## src/kml_ram.sv

```systemverilog
// ----------------------------------------------------------------------------
// kml_ram: generic simple dual-port RAM
// One write port and one read port; the read word is registered.
// ----------------------------------------------------------------------------
module kml_ram #(
  parameter int WIDTH = 16,
  parameter int DEPTH = 64
) (
  input  logic                     clk,
  input  logic                     we,
  input  logic [$clog2(DEPTH)-1:0] waddr,
  input  logic [WIDTH-1:0]         wdata,
  input  logic [$clog2(DEPTH)-1:0] raddr,
  output logic [WIDTH-1:0]         rdata
);

  logic [WIDTH-1:0] mem [DEPTH];

  // Write and registered read.
  always_ff @(posedge clk) begin
    if (we) begin
      mem[waddr] <= wdata;
    end
    rdata <= mem[raddr];
  end

endmodule

```

## config.mk

```make
export PLATFORM = sky130hd
export DESIGN_NAME = kml_ram
export DESIGN_NICKNAME = d
export VERILOG_FILES = /design/src/kml_ram.sv
export SDC_FILE = /design/constraint.sdc
export NUM_CORES = 1
export LEC_CHECK = 0
export CAP_MARGIN = 40
export CELL_PAD_IN_SITES_DETAIL_PLACEMENT = 0
export CELL_PAD_IN_SITES_GLOBAL_PLACEMENT = 1
export CORE_MARGIN = 2
export CORE_UTILIZATION = 40
export CTS_BUF_LIST = sky130_fd_sc_hd__clkbuf_4 sky130_fd_sc_hd__clkbuf_8
export CTS_CLUSTER_DIAMETER = 50
export CTS_CLUSTER_SIZE = 30
export DETAILED_ROUTE_END_ITERATION = 7
export DONT_BUFFER_PORTS = 1
export PLACE_DENSITY_LB_ADDON = 0.08
export RECOVER_POWER = 25
export SYNTH_ARGS = -nofsm -noshare
export SYNTH_HDL_FRONTEND = slang
export SYNTH_SLANG_ARGS = --single-unit
```

## constraint.sdc

```tcl
create_clock -name clk -period 5.4 [get_ports clk]
set_input_delay 1.35 -clock clk [delete_from_list [all_inputs] [get_ports clk]]
set_output_delay 1.35 -clock clk [all_outputs]
set_load 0.05 [all_outputs]
```

### Word-level counts from Yosys, hierarchy flattened

Memories as Yosys holds them, arrays and structs flattened. A register that Yosys moved wholly into a read port is not among the register bits.
Index checks and enable logic that the tools add are counted.

| operators by class | value |
|---|---|
| mux-type cells | 2 |

Operator list:

| cell | number |
|---|---|
| two-way mux 1 bit | 2 |

| storage, ports and cells | value |
|---|---|
| register bits | 0 |
| memory bits (writable) | 1024 |
| bits of input ports | 30 |
| output and inout port bits | 16 |
| word-level logic and storage cells | 3 |
| memories | 1 |

Memories:

| name | words | width | rd ports | clocked after Yosys merged registers in | wr ports | line | RTL |
|---|---|---|---|---|---|---|---|
| mem | 64 | 16 | 1 | 1 | 1 | 17 | `logic [WIDTH-1:0] mem [DEPTH];` |

### Depth between registers and ports, before layout

Gate-level depths: netlist (run 1).

| depth | value |
|---|---|
| depth after elaboration | 2 |
| gate-level depth with buffers | 10 |
| mapped depth without buffers | 5 |

### Least setup slack after synthesis (run 1)

Ideal clock, no wire load.

| timing | value |
|---|---|
| kind | input to register |
| start point | input waddr[3] |
| end point | memory mem[48][0], enable pin |
| library setup time | 0.409 ns |
| data arrival time | 2.976 ns |
| path slack | 2.015 ns |
| stages | 4 |
| path buffers | 1 |
| cells stage by stage | clkbuf_1 -> nor2b_1 -> nand4b_1 -> nor3_1 |

RTL lines:

| what | line | RTL |
|---|---|---|
| start, declared | 11 | `input logic [$clog2(DEPTH)-1:0] waddr,` |
| end, declared | 17 |  |

No word-level cell before the write port.

### Final worst setup path (run 1)

| timing | value |
|---|---|
| start point | register rdata[13], read port of mem |
| end point | output rdata[13] |

RTL lines:

| what | line | RTL |
|---|---|---|
| start, declared | 14 | `output logic [WIDTH-1:0] rdata` |

No word-level cell between the ends.

==> metrics.yaml, run 1 <==
status: "finished clean"
cts_hold_buf: 0
fillCellCount: 8420
synth.distinct_cells: 43
root_buffer: "clkbuf_8"
finalSetupViolations: 0
vias_per_cell: 5.57
vias: 18500
startpoint_type: "flop"
min_from: "wdata[5]"
synth-edff-count: 1024
die_x_microns: 320
coreArea_sq_um: 99700
synth_area_sq_um: 40000
drc: 0
initial_core_util_pct: 40.2
synthFlopType: "edfxtp_1"
drv_cap: 0
avgSynthCellArea_sq_um: 21.9
final-hold-violation-count: 0
antenna_found_initial: 12
timing.rr.start: "mem[6][1]$_DFFE_PP_"
fin_crit_sh_pct: 54.6
async_flop_share_pct: 0
total_leakage_power_nw: 13.8
p_per_area_nw_per_um2: 355
grt_pass1_vias: 19100
ir_drop_mv: 0.213
synth_seq_area_share_pct: 77.6
reg2reg_depth: 5
ctsResizeCount: 0
fin_skew_ps: 35.4
dp_hpwl_microns: 57400
cts_htree_levels: 3
critPathRequiredTime_ps: 4050
ant_nets: 0
fmax_mhz: 339
synthCells: 1829
post_drt_wl_per_cell_microns: 30.9
ios: 46
path_clk_slew_ps: 110
cts_setup_buffers: 0
syn_to_final_growth_pct: 11.1
grt_remaining_overflow: 0
drtPass1Iterations: 7
rows: 116
crit_arrival_ps: 1600
drive_above_1_share_pct: 27.2
cp-end-kind: "output pin"
hold_path_class: "input pin to flop"
synth_nets: 1859
slew_headroom_pct: 43.1
hold_end: "mem[2][5]$_DFFE_PP_"
cp_max_fo: 1
track_usage_pct: 20.2
clkSinkCount: 1040
finalWirelength_microns: 103000
cts_tree: "built"
whs_ps: 657
cts_max_path_buffers: 3
grt_max_degree: 261
slew_viol_final: 0
die-area_sq_um: 103000
ys_ff_latch: 1040
tns_ps: 0
fin_crit_ps: 2950
grt_pass1_wl_microns: 146000
drt-initial-drc-count: 1713
final_cell_mix: "edfxtp_1, mux4_2, clkbuf_8"
port_buffers: 0
dieHeight_microns: 320
clock_latency_ps: 800
place_congestion: 0.742
ys.warnings.count: 0
reg2reg_to: "rdata[1]$_DFF_P_"
critPathKind: "flop to output pin"
min_path_cells: 0
rrSetupSlack_ps: 3230
rsz0062_at_grt: "false"
final_common_cell: "edfxtp_1"
nets: 1950
tightestPinTransition_ps: 854
crit_start: "rdata[13]$_DFF_P_"
cts_buffers: 116
## power breakdown
| part | switching, mW | total, mW | internal (mW) |
|---|---|---|---|
| sequential | 0.0975 | 9.02 | 8.92 |
| clock | 3.15 | 6.27 | 3.12 |
| combinational | 0.230 | 0.486 | 0.256 |
| total | 3.48 | 15.8 | 12.3 |
## cells by family after synthesis
group | share of synthesized area, %
buffers and inverters | 1.83
and+or+nand+nor | 2.65
muxes | 15.5
DFF | 77.6
AOI/OAI and AO/OA | 2.41
## routing by layer
layer	vias up	wire (microns)	global-route usage (%)
met5	-	25	0
met3	150	5740	4.60
met2	443	49600	32.7
li1	7864	-	-
met4	4	2770	5.71
met1	10000	44400	27.5
## metrics by stage
stage | area [sq um] | cells | total power [mW] | utilization (%) | setup slack, ps
after floorplan | 40000 | 1829 | 9.64 | - | 2020
after global placement | 41400 | 3085 | 9.69 | 41.6 | 1670
after detailed placement | 41600 | 3100 | 9.69 | 41.8 | 2010
after CTS | 44500 | 3319 | 16.0 | 44.6 | 2380
after global routing | 44500 | 3320 | 16.3 | 44.6 | 2370
final | 44500 | 3321 | 15.8 | 44.6 | 2450
## worst max-delay path by stage
stage | cells after the start | to | slack [ps]
5_1_grt | 0 | rdata[6] | 2370
2_1_floorplan | 4 | mem[48][0]$_DFFE_PP_ | 2020
3_3_place_gp | 4 | rdata[3]$_DFF_P_ | 1670
4_1_cts | 0 | rdata[3] | 2380
3_5_place_dp | 5 | rdata[5]$_DFF_P_ | 2010
6_report | 0 | rdata[13] | 2450
## registers in the layout (all words and copies together) (netlist names)
register / cells
mem: 1024
rdata: 16
## area by class of cell
type	instances	area (sq um)	area share [%]
clock buffer	122	1640	3.69
multi-input combinational	685	8280	18.6
timing repair buffer	77	658	1.48
antenna	2	5.00	0.0113
tap	1298	1620	3.65
clock inverter	97	1190	2.68
sequential	1040	31100	69.9
## cells in the mapped netlist (4+ instances only)
cell type / number / area, sq um
nand3_1: 24 / 120
nor2_1: 72 / 270
edfxtp_1: 1024 / 30700
nor2b_1: 30 / 188
mux4_2: 220 / 4950
buf_12: 5 / 100
and4_1: 5 / 43.8
a21oi_1: 17 / 85.1
buf_4: 13 / 97.6
mux2_2: 27 / 304
a221oi_1: 16 / 140
buf_2: 36 / 180
o21ai_0: 5 / 25.0
mux4_1: 4 / 105
a221o_1: 6 / 60.1
a41oi_1: 5 / 43.8
a211oi_1: 8 / 60.1
a211o_1: 8 / 70.1
a22o_1: 6 / 52.6
dfxtp_1: 16 / 320
nand4_1: 12 / 75.1
a31oi_1: 8 / 50.1
buf_6: 17 / 191
clkbuf_1: 24 / 90.1
mux2i_1: 85 / 851
a311oi_1: 8 / 70.1
nand2_1: 59 / 221
a22oi_1: 39 / 293
(Power assumes the default switching activity.)
==> run 2, diff against run 1 <==
==> constraint.sdc (replaced) <==
create_clock -name clk -period 2.7 [get_ports clk]
set_input_delay 0.675 -clock clk [delete_from_list [all_inputs] [get_ports clk]]
set_output_delay 0.675 -clock clk [all_outputs]
set_load 0.05 [all_outputs]
==> metrics.yaml, run 2 (synthesis results as in run 1) <==
status: "finished, violations left"
failed_checks: "max-capacitance violations, max-slew violations"
p_per_area_nw_per_um2: 708  # +100%
die-area_sq_um: 103000  # unchanged
hold_path_class: "input pin to flop"
fin_skew_ps: 36.1  # +0.706 ps
drtPass1Iterations: 5  # -2
final-hold-violation-count: 0  # unchanged
drt-initial-drc-count: 1870  # +9.2%
post_drt_wl_per_cell_microns: 31.6  # +2.3%
finalSetupViolations: 0  # unchanged
numPlacedInstances: 3146  # +1.5%
grt_remaining_overflow: 0  # unchanged
fillCellCount: 8389  # -0.37%
root_buffer: "clkbuf_8"
vias_per_cell: 5.62  # +0.98%
cts_htree_levels: 3  # unchanged
fin_crit_sh_pct: 88.4
rows: 116  # unchanged
clockPowerShare_pct: 39.1  # -0.7 points
coreArea_sq_um: 99700  # unchanged
cp-end-kind: "flop"
p_sw_share_pct: 23.7  # +1.6 points
drc: 0  # unchanged
timing.rr.start: "mem[23][15]$_DFFE_PP_"
largest_reg_flops: 1024  # unchanged
cp_max_fo: 260  # +259
reg2reg_to: "rdata[15]$_DFF_P_"
track_usage_pct: 21.1  # +0.90 points
place_congestion: 0.792  # +6.8%
rrSetupSlack_ps: 520  # -2710 ps
nets: 2017  # +3.4%
dieHeight_microns: 320  # unchanged
fmax_mhz: 419
port_buffers: 0  # unchanged
grt_max_degree: 261  # unchanged
final_cell_mix: "edfxtp_1, mux4_2, clkbuf_8"
cts_max_path_buffers: 3  # unchanged
grt_pass1_wl_microns: 152000  # +4.3%
final_common_cell: "edfxtp_1"
pwr-share-seq_pct: 56.7  # -0.5 points
syn_to_final_growth_pct: 12.4
power_switching_mw: 7.55  # +120%
critPathRequiredTime_ps: 3330  # -720 ps
reg2reg_depth: 6  # +1
ir_drop_mv: 0.370  # +74%
cts_setup_buffers: 0  # unchanged
total_leakage_power_nw: 14.1  # +2.4%
dp_hpwl_microns: 59500  # +3.6%
vias: 19100  # +3.2%
drv_cap: 16  # +16
ios: 46  # unchanged
cts_hold_buf: 18  # +18
clkSinkCount: 1040  # unchanged
power_frac_comb_pct: 4.2  # +1.1 points
startpoint_type: "input pin"
clock_latency_ps: 790  # about the same
whs_ps: 102  # -555 ps
slew_viol_final: 1035  # +1,035
critPathKind: "input pin to flop"
rsz0062_at_grt: "false"
fin_total_pwr_mw: 31.9  # +100%
tightestPinTransition_ps: 1820  # +962 ps
initial_core_util_pct: 40.2  # unchanged
antenna_found_initial: 11  # -1
tns_ps: 0  # unchanged
cts_buffers: 119  # +2.6%
p_int_mw: 24.3  # +98%
regMostFlops: "mem"
design_area_sq_um: 45000  # +1.2%
die_x_microns: 320  # unchanged
grt_pass1_vias: 19600  # +2.7%
drive_above_1_share_pct: 29.7  # +2.5 points
place_area_sq_um: 42000  # +0.99%
slew_headroom_pct: -21.1  # -64 points
fin_crit_ps: 2390
crit_arrival_ps: 3020  # +1420 ps
path_clk_slew_ps: 70  # -40 ps
reg_top3: "mem x1024, rdata x16"
ctsResizeCount: 0  # unchanged
cts_tree: "built"
finalWirelength_microns: 107000  # +4.6%
ant_nets: 0  # unchanged
crit_start: "raddr[0]"
endpoint: "rdata[1]$_DFF_P_"
final_cell_count_no_fill: 3394  # +2.2%
-- run 2: cell count changes in the layout (fill, tap and decap cells not counted), sizes merged --
cell and delta:
clkinv +5, inv +8, dlygate4sd3 +2, clkbuf +17
bufinv -6, buf +46, clkinvlp -2, diode +3
-- run 2: layout make-up --
cell class | count | area (sq um) | area share, %
clock buffer | 123 | 1670 | 3.72
antenna | 5 | 12.5 | 0.0278
multi-input combinational | 685 | 8270 | 18.4
timing repair buffer | 141 | 1190 | 2.63
clock inverter | 102 | 1190 | 2.64
sequential | 1040 | 31100 | 69.0
tap | 1298 | 1620 | 3.61
-- run 2: critical path, cell delays in order --
cell      delay (ps)
mux4_2           770
mux2_2           290
a221oi_1         780
a311oi_1         100
-- run 2: worst min-delay path by stage --
stage / startpoint / end / slack (ps) / cells after the start
global route: waddr[2] / mem[48][6]$_DFFE_PP_ / 60 / 1
CTS: waddr[2] / mem[48][6]$_DFFE_PP_ / 20 / 1
finish: waddr[2] / mem[48][6]$_DFFE_PP_ / 100 / 1
detailed placement: wdata[2] / mem[30][2]$_DFFE_PP_ / 780 / 0
global placement: wdata[3] / mem[43][3]$_DFFE_PP_ / 780 / 0
floorplan: mem[62][10]$_DFFE_PP_ / rdata[10]$_DFF_P_ / 750 / 5
-- run 2: power by group through the flow --
| stage | Clock, mW | Combinational [mW] | Sequential (mW) |
|---|---|---|---|
| detailed placement | 0 | 1.05 | 18.4 |
| global placement | 0 | 1.05 | 18.4 |
| floorplan | 0 | 0.926 | 18.4 |
| CTS | 12.8 | 1.44 | 18.0 |
| global route | 13.5 | 1.43 | 18.1 |
| finish | 12.5 | 1.35 | 18.1 |
-- run 2: layer usage --
metal	routed length [microns]	vias up	GRT usage, %
met5	46	-	0
met4	2020	6	4.98
met3	6290	122	3.78
met2	52500	538	34.7
met1	46300	10400	29.4
li1	-	8025	-
-- run 2: through the flow --
| step | utilization [%] | setup slack [ps] |
|---|---|---|
| 2_1_floorplan | - | 67.2 |
| 3_3_place_gp | 42.2 | 4.74 |
| 3_5_place_dp | 42.2 | 54.4 |
| 4_1_cts | 45.5 | 336 |
| 5_1_grt | 45.1 | 352 |
| 6_report | 45.2 | 313 |
