### src/kml_pkg.sv
// ----------------------------------------------------------------------------
// kml_pkg: shared constants and types of the k-means clustering block
// Sizes of the stores, command and result codes, register indexes and the
// request word that the sequencer hands to the mean divider.
// ----------------------------------------------------------------------------
package kml_pkg;

  localparam int MAX_POINTS   = 1024;
  localparam int MAX_CLUSTERS = 16;
  localparam int MAX_DIMS     = 4;
  localparam int COORD_WIDTH  = 16;

  localparam int PIDX_W = $clog2(MAX_POINTS);
  localparam int CIDX_W = $clog2(MAX_CLUSTERS);
  localparam int DIDX_W = $clog2(MAX_DIMS);
  localparam int PADDR_W = PIDX_W + DIDX_W;
  localparam int CADDR_W = CIDX_W + DIDX_W;
  localparam int CENT_DEPTH = MAX_CLUSTERS * MAX_DIMS;
  localparam int PT_DEPTH   = MAX_POINTS * MAX_DIMS;

  // Field widths of the channels and registers.
  localparam int CMD_W    = 2;
  localparam int ITEM_W   = 10;
  localparam int DIM_W    = 2;
  localparam int KIND_W   = 2;
  localparam int NCL_W    = 5;
  localparam int NIT_W    = 8;
  localparam int NDIM_W   = 3;
  localparam int NPT_W    = 11;
  localparam int CFG_IDX_W = 2;
  localparam int CFG_DATA_W = 11;

  // Datapath widths: sums, counts, distances.
  localparam int SUM_W  = 27;
  localparam int CNT_W  = 11;
  localparam int DIFF_W = COORD_WIDTH + 1;
  localparam int SQ_W   = 2 * DIFF_W;
  localparam int DIST_W = SQ_W + DIDX_W;

  localparam logic [CMD_W-1:0] CMD_LOAD     = 2'd0;
  localparam logic [CMD_W-1:0] CMD_RUN      = 2'd1;
  localparam logic [CMD_W-1:0] CMD_RD_ASG   = 2'd2;
  localparam logic [CMD_W-1:0] CMD_RD_CENT  = 2'd3;

  localparam logic [KIND_W-1:0] RK_DONE = 2'd0;
  localparam logic [KIND_W-1:0] RK_ASG  = 2'd1;
  localparam logic [KIND_W-1:0] RK_CENT = 2'd2;

  localparam logic [CFG_IDX_W-1:0] REG_NUM_CLUSTERS   = 2'd0;
  localparam logic [CFG_IDX_W-1:0] REG_NUM_ITERATIONS = 2'd1;
  localparam logic [CFG_IDX_W-1:0] REG_DIMS_IN_USE    = 2'd2;
  localparam logic [CFG_IDX_W-1:0] REG_NUM_POINTS     = 2'd3;

  // Request word from the sequencer to the mean divider.
  typedef struct packed {
    logic                    start;
    logic signed [SUM_W-1:0] dividend;
    logic [CNT_W-1:0]        divisor;
  } div_req_t;

endpackage

### src/kml_div.sv
// ----------------------------------------------------------------------------
// kml_div: serial mean divider
// Divides a signed cluster sum by an unsigned count, one quotient bit per
// cycle, and truncates the quotient toward zero.
// ----------------------------------------------------------------------------
module kml_div (
  input  logic                                       clk,
  input  logic                                       rst_n,
  input  kml_pkg::div_req_t                          req,
  output logic                                       done,
  output logic signed [kml_pkg::COORD_WIDTH-1:0]     quot
);
  import kml_pkg::*;

  localparam int STEP_W = $clog2(SUM_W + 1);

  logic              busy_r, busy_nxt;
  logic [STEP_W-1:0] step_r, step_nxt;
  logic [SUM_W-1:0]  shq_r, shq_nxt;
  logic [CNT_W-1:0]  rem_r, rem_nxt;
  logic [CNT_W-1:0]  dvs_r, dvs_nxt;
  logic              neg_r, neg_nxt;
  logic              done_nxt;
  logic signed [COORD_WIDTH-1:0] quot_nxt;
  logic [CNT_W:0]    trial;
  logic [SUM_W-1:0]  mag;

  // One restoring step per cycle on the magnitude.
  always_comb begin
    busy_nxt = busy_r;
    step_nxt = step_r;
    shq_nxt  = shq_r;
    rem_nxt  = rem_r;
    dvs_nxt  = dvs_r;
    neg_nxt  = neg_r;
    done_nxt = 1'b0;
    quot_nxt = quot;
    trial    = {rem_r, shq_r[SUM_W-1]};
    mag      = '0;
    if (req.start) begin
      busy_nxt = 1'b1;
      step_nxt = '0;
      neg_nxt  = req.dividend[SUM_W-1];
      shq_nxt  = req.dividend[SUM_W-1] ? (SUM_W)'(-req.dividend) : req.dividend;
      rem_nxt  = '0;
      dvs_nxt  = req.divisor;
    end else if (busy_r) begin
      if (trial >= {1'b0, dvs_r}) begin
        rem_nxt = CNT_W'(trial - {1'b0, dvs_r});
        shq_nxt = {shq_r[SUM_W-2:0], 1'b1};
      end else begin
        rem_nxt = trial[CNT_W-1:0];
        shq_nxt = {shq_r[SUM_W-2:0], 1'b0};
      end
      step_nxt = step_r + 1'b1;
      if (step_r == STEP_W'(SUM_W - 1)) begin
        busy_nxt = 1'b0;
        done_nxt = 1'b1;
        mag      = shq_nxt;
        quot_nxt = neg_r ? COORD_WIDTH'(-mag) : COORD_WIDTH'(mag);
      end
    end
  end

  // Control state takes reset; the data path does not.
  always_ff @(posedge clk) begin
    if (!rst_n) begin
      busy_r <= 1'b0;
      done   <= 1'b0;
    end else begin
      busy_r <= busy_nxt;
      done   <= done_nxt;
    end
    step_r <= step_nxt;
    shq_r  <= shq_nxt;
    rem_r  <= rem_nxt;
    dvs_r  <= dvs_nxt;
    neg_r  <= neg_nxt;
    quot   <= quot_nxt;
  end

endmodule

### config.mk
export PLATFORM = sky130hd
export DESIGN_NAME = kml_div
export DESIGN_NICKNAME = d
export VERILOG_FILES = /design/src/kml_pkg.sv /design/src/kml_div.sv
export SDC_FILE = /design/constraint.sdc
export NUM_CORES = 1
export LEC_CHECK = 0
export ABC_AREA = 0
export ABC_CLOCK_PERIOD_IN_PS = 2700
export BUFFER_PORTS_ARGS = -buffer_cell sky130_fd_sc_hd__buf_2
export CAP_MARGIN = 25
export CORE_ASPECT_RATIO = 0.8
export CORE_MARGIN = 2
export CORE_UTILIZATION = 52
export CTS_CLUSTER_DIAMETER = 30
export DETAILED_ROUTE_END_ITERATION = 6
export GPL_TIMING_DRIVEN = 0
export PLACE_DENSITY = 0.82
export SETUP_SLACK_MARGIN = 0.2
export SLEW_MARGIN = 10
export SYNTH_ARGS = -nofsm -noshare
export SYNTH_HDL_FRONTEND = slang
export SYNTH_SLANG_ARGS = --single-unit
### constraint.sdc
create_clock -name clk -period 2.7 [get_ports clk]
set_input_delay 0.27 -clock clk [delete_from_list [all_inputs] [get_ports clk]]
set_output_delay 0.27 -clock clk [all_outputs]
set_load 0.02 [all_outputs]
Word-level counts from Yosys, hierarchy flattened. Index checks and enable logic that the tools add are counted.

Register bits after elaboration: 73. Bits of input ports: 41. Logic and storage cells: 32.

$add $sub $neg: 4. Magnitude comparators: 1. Eq/ne operators: 1. Multiplexer cells: 12. Bitwise operators: 3. Reductions and logical operators: 3.

Operator list (count): 27-bit two-way mux (5); 27-bit negation (1); 16-bit two-way mux (1); 16-bit negation (1); 12-bit by 11-bit >= comparator with 1-bit output (1); 11-bit two-way mux (1); 11-bit subtractor (1); 5-bit by 1-bit adder with 5-bit output (second input constant) (1); 5-bit == test (second input constant) (1); 1-bit two-way mux (5); 1-bit inverter (3); 3-bit AND reduction (1); 3-bit OR reduction (1); 2-bit nonzero test (1).

Depth between registers and ports, before layout. Gate-level depths: netlist of run 1.

Word-level depth: 6. Depth in mapped cells: 12. Depth with buffers taken out: 12.

Worst setup path after synthesis of run 1. Ideal clock, no wire load.

Kind: reg-to-reg. Start point: register dvs_r[0]. End point: register quot[14] (netlist name), data pin. Library setup time: 0.259 ns. Data arrival time: 2.362 ns. Data required time: 2.441 ns. Setup slack: 0.079 ns. Cell stages (with the launch flop): 12. Buffers on the path: 0. Period minus slack after synthesis: 2.621 ns. Path through: edfxtp_1 -> ha_1 -> fa_1 -> nand2b_1 -> a21oi_1 -> o2111ai_1 -> a21oi_1 -> clkinv_1 -> ha_1 -> nand2_1 -> o21ai_0 -> xnor2_1.

Longest elaborated chain between the ends: 6.

Ends and longest elaborated chain: from (decl) (RTL line kml_div.sv:21) `logic [CNT_W-1:0] dvs_r, dvs_nxt;`; from (signal assigned) (RTL line kml_div.sv:77) `dvs_r <= dvs_nxt;`; 12-bit by 11-bit >= comparator with 1-bit output (RTL line kml_div.sv:48) `if (trial >= {1'b0, dvs_r}) begin`; 1-bit two-way mux (RTL line kml_div.sv:48); 27-bit two-way mux (RTL line kml_div.sv:47) `end else if (busy_r) begin`; 27-bit two-way mux (RTL line kml_div.sv:40) `if (req.start) begin`; 16-bit negation (RTL line kml_div.sv:60) `quot_nxt = neg_r ? COORD_WIDTH'(-mag) : COORD_WIDTH'(mag);`; 16-bit two-way mux (RTL line kml_div.sv:60); to (signal assigned) (RTL line kml_div.sv:79) `quot <= quot_nxt;`; to (decl) (RTL line kml_div.sv:11) `output logic signed [kml_pkg::COORD_WIDTH-1:0] quot`.

Every way passes these cells. The select of a mux whose other input is x is not followed. A chain may end at the register's enable or synchronous reset.

Final worst setup path of run 1.
Start point: register shq_r[26]. End point: register quot[8] (netlist name), data pin.

Longest elaborated chain between the ends: 6.

Ends and longest elaborated chain: from (decl) (RTL line kml_div.sv:19) `logic [SUM_W-1:0] shq_r, shq_nxt;`; from (signal assigned) (RTL line kml_div.sv:75) `shq_r <= shq_nxt;`; 12-bit by 11-bit >= comparator with 1-bit output (RTL line kml_div.sv:48); 1-bit two-way mux (RTL line kml_div.sv:48); 27-bit two-way mux (RTL line kml_div.sv:47); 27-bit two-way mux (RTL line kml_div.sv:40); 16-bit negation (RTL line kml_div.sv:60); 16-bit two-way mux (RTL line kml_div.sv:60).

Every way passes these cells. The select of a mux whose other input is x is not followed.

==> results of run 1 <==
## how the worst min path moves through the flow
stage	from	endpoint
final	req[8]	dvs_r[8]$_DFFE_PP_
after floorplan	req[0]	dvs_r[0]$_DFFE_PP_
after global routing	req[2]	dvs_r[2]$_DFFE_PP_
after global placement	req[8]	dvs_r[8]$_DFFE_PP_
after CTS	req[0]	dvs_r[0]$_DFFE_PP_
after detailed placement	req[9]	dvs_r[9]$_DFFE_PP_
## what timing repair did
item / CTS / global route
setup buffers: 2 / 4
resized for setup: 16 / 9
cloned: 0 / 0
pin swaps: 4 / 1
endpoints found under the setup margin: 26 / 26
hold endpoints to repair: 0 / 0
## sequential cells by signal (all words and copies together) (netlist names)
name	cells
busy_r	1
step_r	5
done	1
dvs_r	11
quot	16
shq_r	27
neg_r	1
rem_r	11
## report_power, final
| group | switching (W) | leakage, nW | internal, W |
|---|---|---|---|
| Clock | 0.000429 | 0.154 | 0.000897 |
| Combinational | 0.000322 | 1.13 | 0.000265 |
| Sequential | 0.0000698 | 0.675 | 0.00131 |
## through the flow
stage / total power [W] / TNS, ps / setup slack, ps / util [%] / hold slack (ps)
6_report: 0.00330 / 0 / 175 / 64.8 / 82.9
3_3_place_gp: 0.00189 / -175 / -46.1 / 58.4 / 447
3_5_place_dp: 0.00192 / -466 / -102 / 58.5 / 448
4_1_cts: 0.00327 / 0 / 199 / 63.8 / 75.8
5_1_grt: 0.00342 / 0 / 96.7 / 64.8 / 72.0
2_1_floorplan: 0.00176 / 0 / 230 / - / 369
## logic make-up after synthesis
logic type	share of synthesized area, %
simple gates	15.0
compound gates	15.1
flops	48.6
xor+xnor	9.74
buf+inv	3.45
fa+ha+maj	5.02
mux	3.12
## worst max-delay path, cell delays in order, from the launching register on
cell and delay (ps):
edfxtp_1 340, inv_2 40, ha_2 190, fa_2 360, nand2b_4 160, a21oi_4 140
o2111ai_2 140, a21oi_2 240, clkinv_2 120, ha_4 190, nand2_4 80, o21ai_0 110
xnor2_1 150
## cell type report
class | instances | area (sq um)
repair buffers | 65 | 365
multi-input cells | 290 | 2090
fillers | 611 | 2760
plain buffers | 15 | 72.6
clock inverters | 7 | 189
clock buffers | 9 | 124
inverters | 22 | 83.8
flip-flops and latches | 73 | 2010
well taps | 108 | 135
## routing by layer
metal / global-route usage [%] / wire, um / vias up
met5: 0 / 0 / -
met1: 28.5 / 4130 / 1616
met4: 7.37 / 223 / 0
met3: 4.68 / 622 / 23
met2: 35.6 / 4420 / 138
li1: - / - / 1605
## placed cells by master, fill, tap and decap left out, drive strengths merged, types with 5 or more instances in the layout
master / count
nor2: 48
clkbuf: 20
or4: 6
o31ai: 10
bufinv: 6
o41ai: 7
dfxtp: 18
buf: 69
inv: 22
o21ai: 21
or3: 9
xnor2: 22
nand2: 28
a211oi: 5
nand2b: 9
ha: 15
a21oi: 30
xor2: 24
edfxtp: 55
mux2i: 5
mux2: 7
==> impl_metrics.json, run 1 <==
{
  "status": "finished, final reports clean",
  "cts_max_level": 3,
  "routed_via_density": 5.74,
  "synth_warnings": 0,
  "synth.distinct_cells": 53,
  "grt_usage_pct": 21.6,
  "synth_top_area_share_pct": 39.9,
  "reg2reg_slack_ps": 180,
  "yosysSeqAreaShare_pct": 48.6,
  "critPathKind": "reg -> reg",
  "portBuffers": 57,
  "timing.rr.end": "quot[8]$_DFFE_PP_",
  "finalHoldViolations": 0,
  "io_pins": 58,
  "cap_violations": 0,
  "dp.cells": 566,
  "synth_area_leaders": "edfxtp_1, dfxtp_1, xor2_1",
  "postRouteAntennaNets": 0,
  "vias": 3382,
  "power.leakage_nw": 1.96,
  "worstMarginPinSlew_ps": 898,
  "synth_area_per_cell_sq_um": 10.3,
  "first_pass_iters": 5,
  "rows": 29,
  "worst_setup_path_start_kind": "register",
  "globalplace.congestion": 0.852,
  "timing.fmax_mhz": 396,
  "synth_nets": 457,
  "fin_crit_sh_pct": 93.5,
  "grt-ovfl-total": 0,
  "grt_pass1_wl_um": 14800,
  "clock_latency_ps": 360,
  "yosysTopAreaCell": "edfxtp_1",
  "reg2reg_depth": 12,
  "area_delta_synth_final_pct": 22.7,
  "ys.flop_type": "edfxtp_1",
  "finish.net_count": 533,
  "worstPathArrival_ps": 2630,
  "finalSetupViolCount": 0,
  "layout-drive-gt1-share_pct": 25.4,
  "ys_seq_elements": 73,
  "diodes": 0,
  "antenna_found_initial": 0,
  "maxSlewViolCount": 0,
  "wl_um": 9400,
  "core-area_sq_mm": 0.00784,
  "synthCells": 400,
  "synthTopCellsByCount": "edfxtp_1, nor2_1, a21oi_1, nand2_1, xor2_1",
  "wire_per_inst_um": 16.0,
  "dpl.hpwl_um": 6590,
  "hold_path_class": "in -> reg",
  "post-synth-top-count-cell": "edfxtp_1",
  "grt_max_degree": 29,
  "async_flop_share_pct": 0,
  "reg2reg_from": "shq_r[26]$_DFFE_PP_",
  "stdcell_count": 589,
  "synth_area_sq_mm": 0.00414,
  "cts_hold_buf": 0,
  "rsz0062_at_grt": "yes",
  "finalCriticalPeriod_ps": 2520,
  "clockRootBuffer": "clkbuf_8",
  "postPlaceCellArea_sq_mm": 0.00458,
  "whs_path_depth": 1,
  "crit_required_ps": 2810,
  "grt_pass1_vias": 3055,
  "numClockSinks": 73,
  "chipWidth_um": 104,
  "end_kind": "register",
  "synth_edf_count": 55,
  "die_y_um": 83.8,
  "p_per_area_mw_per_mm2": 650,
  "worst-path-max-fanout": 4,
  "slew_headroom_pct": 39.6,
  "cts_tree": "built",
  "skew_ps": 4.67,
  "cts_buffer_depth": 2,
  "drc": 0,
  "die_area_sq_mm": 0.00869,
  "fin_area_sq_mm": 0.00508,
  "vdd_drop_max_uv": 384,
  "initial_core_util_pct": 52.8,
  "crit_end": "quot[8]$_DFFE_PP_",
  "startpoint": "shq_r[26]$_DFFE_PP_",
  "path_clk_slew_ps": 80,
  "drt_iter0_drc": 238,
  "cts_buffers": 9
}
Power figures use the tool's default switching activity.
==> inputs of run 2 (changes only) <==
--- a/config.mk
+++ b/config.mk
@@ -9,8 +9,8 @@
 export ABC_CLOCK_PERIOD_IN_PS = 2700
 export BUFFER_PORTS_ARGS = -buffer_cell sky130_fd_sc_hd__buf_2
 export CAP_MARGIN = 25
-export CORE_ASPECT_RATIO = 0.8
-export CORE_MARGIN = 2
+export CORE_ASPECT_RATIO = 2
+export CORE_MARGIN = 3
 export CORE_UTILIZATION = 52
 export CTS_CLUSTER_DIAMETER = 30
 export DETAILED_ROUTE_END_ITERATION = 6
==> impl_metrics.json, run 2 (synthesis gave the netlist of run 1 again) <==
{
  "p_per_area_mw_per_mm2": 644,
  "vias": 3384,
  "postPlaceCellArea_sq_mm": 0.00457,
  "die_area_sq_mm": 0.00913,
  "grt_pass1_wl_um": 15900,
  "power.leakage_nw": 1.96,
  "wl_um": 9900,
  "cpMostUsedCell": "ha_4",
  "worstPathCellList": "ha_4 -> fa_2 -> nand2b_4 -> a21oi_4 -> o2111ai_2 -> a21oi_2 -> clkinv_2 -> ha_4 -> nand2_8 -> o41ai_4 -> xnor2_1",
  "worstMarginPinSlew_ps": 895,
  "worst-path-max-fanout": 4,
  "cts_hold_buf": 0,
  "grt_pass1_vias": 3408,
  "layout-drive-gt1-share_pct": 26.5,
  "dpl.hpwl_um": 6700,
  "vdd_drop_max_uv": 514,
  "rows": 45,
  "postRouteAntennaNets": 0,
  "status": "finished, final reports clean",
  "tns_ps": 0,
  "core-area_sq_mm": 0.00766,
  "crit_required_ps": 2780,
  "fin_area_sq_mm": 0.00513,
  "maxSlewViolCount": 0,
  "cts_max_level": 3,
  "max_stage_delay_ps": 410,
  "worstPathArrival_ps": 2650,
  "cts_tree": "built",
  "drt_iter0_drc": 262,
  "largestRegisters": "shq_r x27, quot x16",
  "globalplace.congestion": 0.914,
  "numClockSinks": 73,
  "rsz0062_at_grt": "yes",
  "finish.net_count": 532,
  "cts_buffers": 9,
  "clock_latency_ps": 340,
  "largest_register_ffs": 27,
  "grt_usage_pct": 21.9,
  "portBuffers": 57,
  "fin_crit_sh_pct": 95.3,
  "critPathKind": "reg -> reg",
  "cts_buffer_depth": 2,
  "hold_path.startpoint": "req[5]",
  "routed_via_density": 5.90,
  "reg2reg_from": "dvs_r[0]$_DFFE_PP_",
  "nFillCells": 596,
  "io_pins": 58,
  "skew_ps": 6.80,
  "finalCriticalPeriod_ps": 2570,
  "finalHoldViolations": 0,
  "hold_path_class": "in -> reg",
  "finalSetupViolCount": 0,
  "antenna_found_initial": 0,
  "startpoint": "dvs_r[0]$_DFFE_PP_",
  "diodes": 0,
  "path_clk_slew_ps": 60,
  "area_delta_synth_final_pct": 24.1,
  "cap_violations": 0,
  "wire_per_inst_um": 17.2,
  "end_kind": "register",
  "final_common_cell": "buf_2",
  "die_y_um": 132,
  "holdWs_ps": 103,
  "slew_headroom_pct": 39.8,
  "chipWidth_um": 69.1,
  "grt-ovfl-total": 0,
  "worst_setup_path_start_kind": "register",
  "initial_core_util_pct": 54.0,
  "drc": 0,
  "slowest_stage": "edfxtp_1",
  "final_cell_mix": "buf_2, edfxtp_1, nor2_1, a21oi_1, nand2_1",
  "clockRootBuffer": "clkbuf_16",
  "first_pass_iters": 4,
  "timing.fmax_mhz": 388,
  "grt_max_degree": 29,
  "top_register": "shq_r"
}
-- run 2: worst paths after layout --
| kind | endpoint | slack [ps] | depth (start not counted) |
|---|---|---|---|
| max | quot[10]$_DFFE_PP_ | 130 | 11 |
| min | dvs_r[5]$_DFFE_PP_ | 100 | 1 |
| max reg2reg | quot[10]$_DFFE_PP_ | 130 | 11 |
| min reg2reg | rem_r[2]$_SDFFE_PP0P_ | 510 | 2 |
-- run 2: routing by layer --
layer / track usage, % / share of wire [%] / vias up
met2: 39.5 / 54 / 128
met4: 13.0 / 5.0 / 0
li1: - / - / 1606
met1: 22.3 / 36 / 1607
met5: 0 / 0 / -
met3: 5.11 / 5.1 / 43
-- run 2: repair_timing --
| item | CTS | global route |
|---|---|---|
| setup buffers | 3 | 2 |
| pin swaps | 7 | 8 |
| resized for setup | 17 | 20 |
| endpoints found under the setup margin | 26 | 26 |
-- run 2: per-stage QoR --
stage          util [%]  total power, W  setup slack [ps]  std cells
5_1_grt            67.0         0.00343              37.2        574
3_3_place_gp       59.5         0.00189             -53.8        551
4_1_cts            65.1         0.00325               176        571
2_1_floorplan         -         0.00176               230        400
6_report           67.0         0.00330               126        574
3_5_place_dp       59.6         0.00192              -121        552
-- run 2: area by class of cell --
class | instances | area (sq um) | area share [%]
sequential | 73 | 2010 | 39.2
clock inverter | 6 | 90.1 | 1.76
multi-input combinational | 290 | 2160 | 42.1
timing repair buffer | 64 | 358 | 6.97
tap | 94 | 118 | 2.29
inverter | 22 | 83.8 | 1.63
buffer | 15 | 72.6 | 1.41
clock buffer | 10 | 239 | 4.66
-- run 2: worst max-delay path: cells and delay by family, from the launching register on --
family	cells	cell delay [ps]
AO/OA/AOI/OAI	4	630
XOR/XNOR	1	160
adder cells (fa/ha/maj)	3	730
buffers and inverters	1	120
flip-flops	1	410
AND/OR/NAND/NOR	2	250
-- run 2: power breakdown --
group | leakage, nW | switching, W | internal (W) | total [W]
registers | 0.675 | 0.0000716 | 0.00132 | 0.00139
clock network | 0.159 | 0.000466 | 0.000837 | 0.00130
logic | 1.13 | 0.000340 | 0.000272 | 0.000613
==> inputs of run 3 (changes only) <==
--- a/config.mk
+++ b/config.mk
@@ -16,6 +16,7 @@
 export DETAILED_ROUTE_END_ITERATION = 6
 export GPL_TIMING_DRIVEN = 0
 export PLACE_DENSITY = 0.82
+export REMOVE_ABC_BUFFERS = 1
 export SETUP_SLACK_MARGIN = 0.2
 export SLEW_MARGIN = 10
 export SYNTH_ARGS = -nofsm -noshare
==> impl_metrics.json, run 3 (synthesis gave the netlist of run 1 again) <==
{
  "status": "finished, final reports clean",
  "p_per_area_mw_per_mm2": 616,
  "worst_setup_path_start_kind": "register",
  "top_register": "shq_r",
  "rows": 45,
  "timing.fmax_mhz": 394,
  "power.leakage_nw": 1.95,
  "path_clk_slew_ps": 60,
  "numClockSinks": 73,
  "largestRegisters": "shq_r x27, quot x16",
  "drt_iter0_drc": 194,
  "layout-drive-gt1-share_pct": 25.5,
  "worst_slack_ps": 162,
  "max_stage_delay_ps": 380,
  "clockRootBuffer": "clkbuf_16",
  "finalCriticalPeriod_ps": 2540,
  "tns_ps": 0,
  "path_delay_family": "adder cells",
  "cap_violations": 0,
  "portBuffers": 57,
  "drc": 0,
  "finish.net_count": 522,
  "die_area_sq_mm": 0.00913,
  "largest_register_ffs": 27,
  "worst-path-max-fanout": 4,
  "wl_um": 9550,
  "grt_pass1_vias": 3457,
  "rsz0062_at_grt": "yes",
  "grt_usage_pct": 21.4,
  "cpMostUsedCell": "a21oi_4",
  "worstMarginPinSlew_ps": 920,
  "slew_headroom_pct": 38.1,
  "postPlaceCellArea_sq_mm": 0.00452,
  "reg2reg_slack_ps": 160,
  "fin_area_sq_mm": 0.00507,
  "postRouteAntennaNets": 0,
  "grt-ovfl-total": 0,
  "worstPathArrival_ps": 2620,
  "maxSlewViolCount": 0,
  "dp_worst_setup_slack_ps": -876,
  "grt_max_degree": 51,
  "finalSetupViolCount": 0,
  "wire_per_inst_um": 16.9,
  "skew_ps": 4.54,
  "dpl.hpwl_um": 6510,
  "cp_num_buf_inv": 1,
  "crit_required_ps": 2780,
  "clock_latency_ps": 330,
  "vias": 3284,
  "cts_max_level": 3,
  "cts_buffer_depth": 2,
  "critPathKind": "reg -> reg",
  "globalplace.congestion": 0.850,
  "slowest_stage": "edfxtp_1",
  "fin_crit_sh_pct": 94.0,
  "routed_via_density": 5.82,
  "antenna_found_initial": 0,
  "area_delta_synth_final_pct": 22.6,
  "hold_path_class": "in -> reg",
  "first_pass_iters": 4,
  "vdd_drop_max_uv": 453,
  "p_total_w": 0.00312,
  "io_pins": 58,
  "core-area_sq_mm": 0.00766,
  "diodes": 0,
  "chipWidth_um": 69.1,
  "grt_pass1_wl_um": 15700,
  "final_common_cell": "buf_2",
  "cts_buffers": 9,
  "end_kind": "register",
  "final_cell_mix": "buf_2, edfxtp_1, nor2_1, a21oi_1, nand2_1",
  "die_y_um": 132,
  "initial_core_util_pct": 54.0,
  "worstPathCellList": "ha_2 -> fa_2 -> nand2b_4 -> a21oi_4 -> o2111ai_4 -> a21oi_4 -> clkinv_4 -> ha_4 -> nand2_4 -> o21ai_0 -> xnor2_1",
  "cts_tree": "built",
  "finalHoldViolations": 0
}
## run 3: area by class of cell
class / instances / area [sq um]
fillers: 593 / 2580
multi-input cells: 290 / 2130
flip-flops and latches: 73 / 2010
repair buffers: 69 / 442
clock buffers: 12 / 258
well taps: 94 / 118
inverters: 22 / 87.6
clock inverters: 4 / 26.3
## run 3: metrics by stage
step / hold WS, ps / instances / utilization [%]
5_1_grt: 94.5 / 564 / 66.2
2_1_floorplan: 342 / 385 / -
3_3_place_gp: 446 / 536 / 58.5
6_report: 112 / 564 / 66.2
4_1_cts: 97.5 / 560 / 64.8
3_5_place_dp: 448 / 539 / 59.1
## run 3: worst reg2reg max path, stage by stage (launching register included)
cell and delay, ps:
edfxtp_1 380, ha_2 200, fa_2 350, nand2b_4 170, a21oi_4 180, o2111ai_4 150
a21oi_4 220, clkinv_4 80, ha_4 180, nand2_4 90, o21ai_0 110, xnor2_1 180
## run 3: path summary, 6_finish.rpt
kind                            depth (start not counted)                     to             startpoint
worst max-delay path                                   11     quot[14]$_DFFE_PP_     dvs_r[0]$_DFFE_PP_
worst min-delay path                                    1     dvs_r[5]$_DFFE_PP_                 req[5]
worst max register to register                         11     quot[14]$_DFFE_PP_     dvs_r[0]$_DFFE_PP_
worst min register to register                          2  rem_r[3]$_SDFFE_PP0P_  rem_r[3]$_SDFFE_PP0P_
## run 3: where the power goes
| group | internal [W] | total, W | switching [W] |
|---|---|---|---|
| Combinational | 0.000285 | 0.000608 | 0.000323 |
| Clock | 0.000676 | 0.00112 | 0.000448 |
| Sequential | 0.00132 | 0.00139 | 0.0000756 |
| Total | 0.00228 | 0.00312 | 0.000846 |
## run 3: per-layer routing
metal	wire (um)	global-route usage (%)	up-vias
met5	0	0	-
met4	378	12.5	0
met3	343	4.89	30
met2	5380	39.5	87
met1	3450	21.3	1583
li1	-	-	1584
## run 3: what timing repair did
action | in CTS | in global routing
setup endpoints to repair | 27 | 23
pin swaps | 4 | 6
hold buffers | 0 | 0
buffers inserted | 5 | 2
cloned | 0 | 1
gates resized for setup | 24 | 10
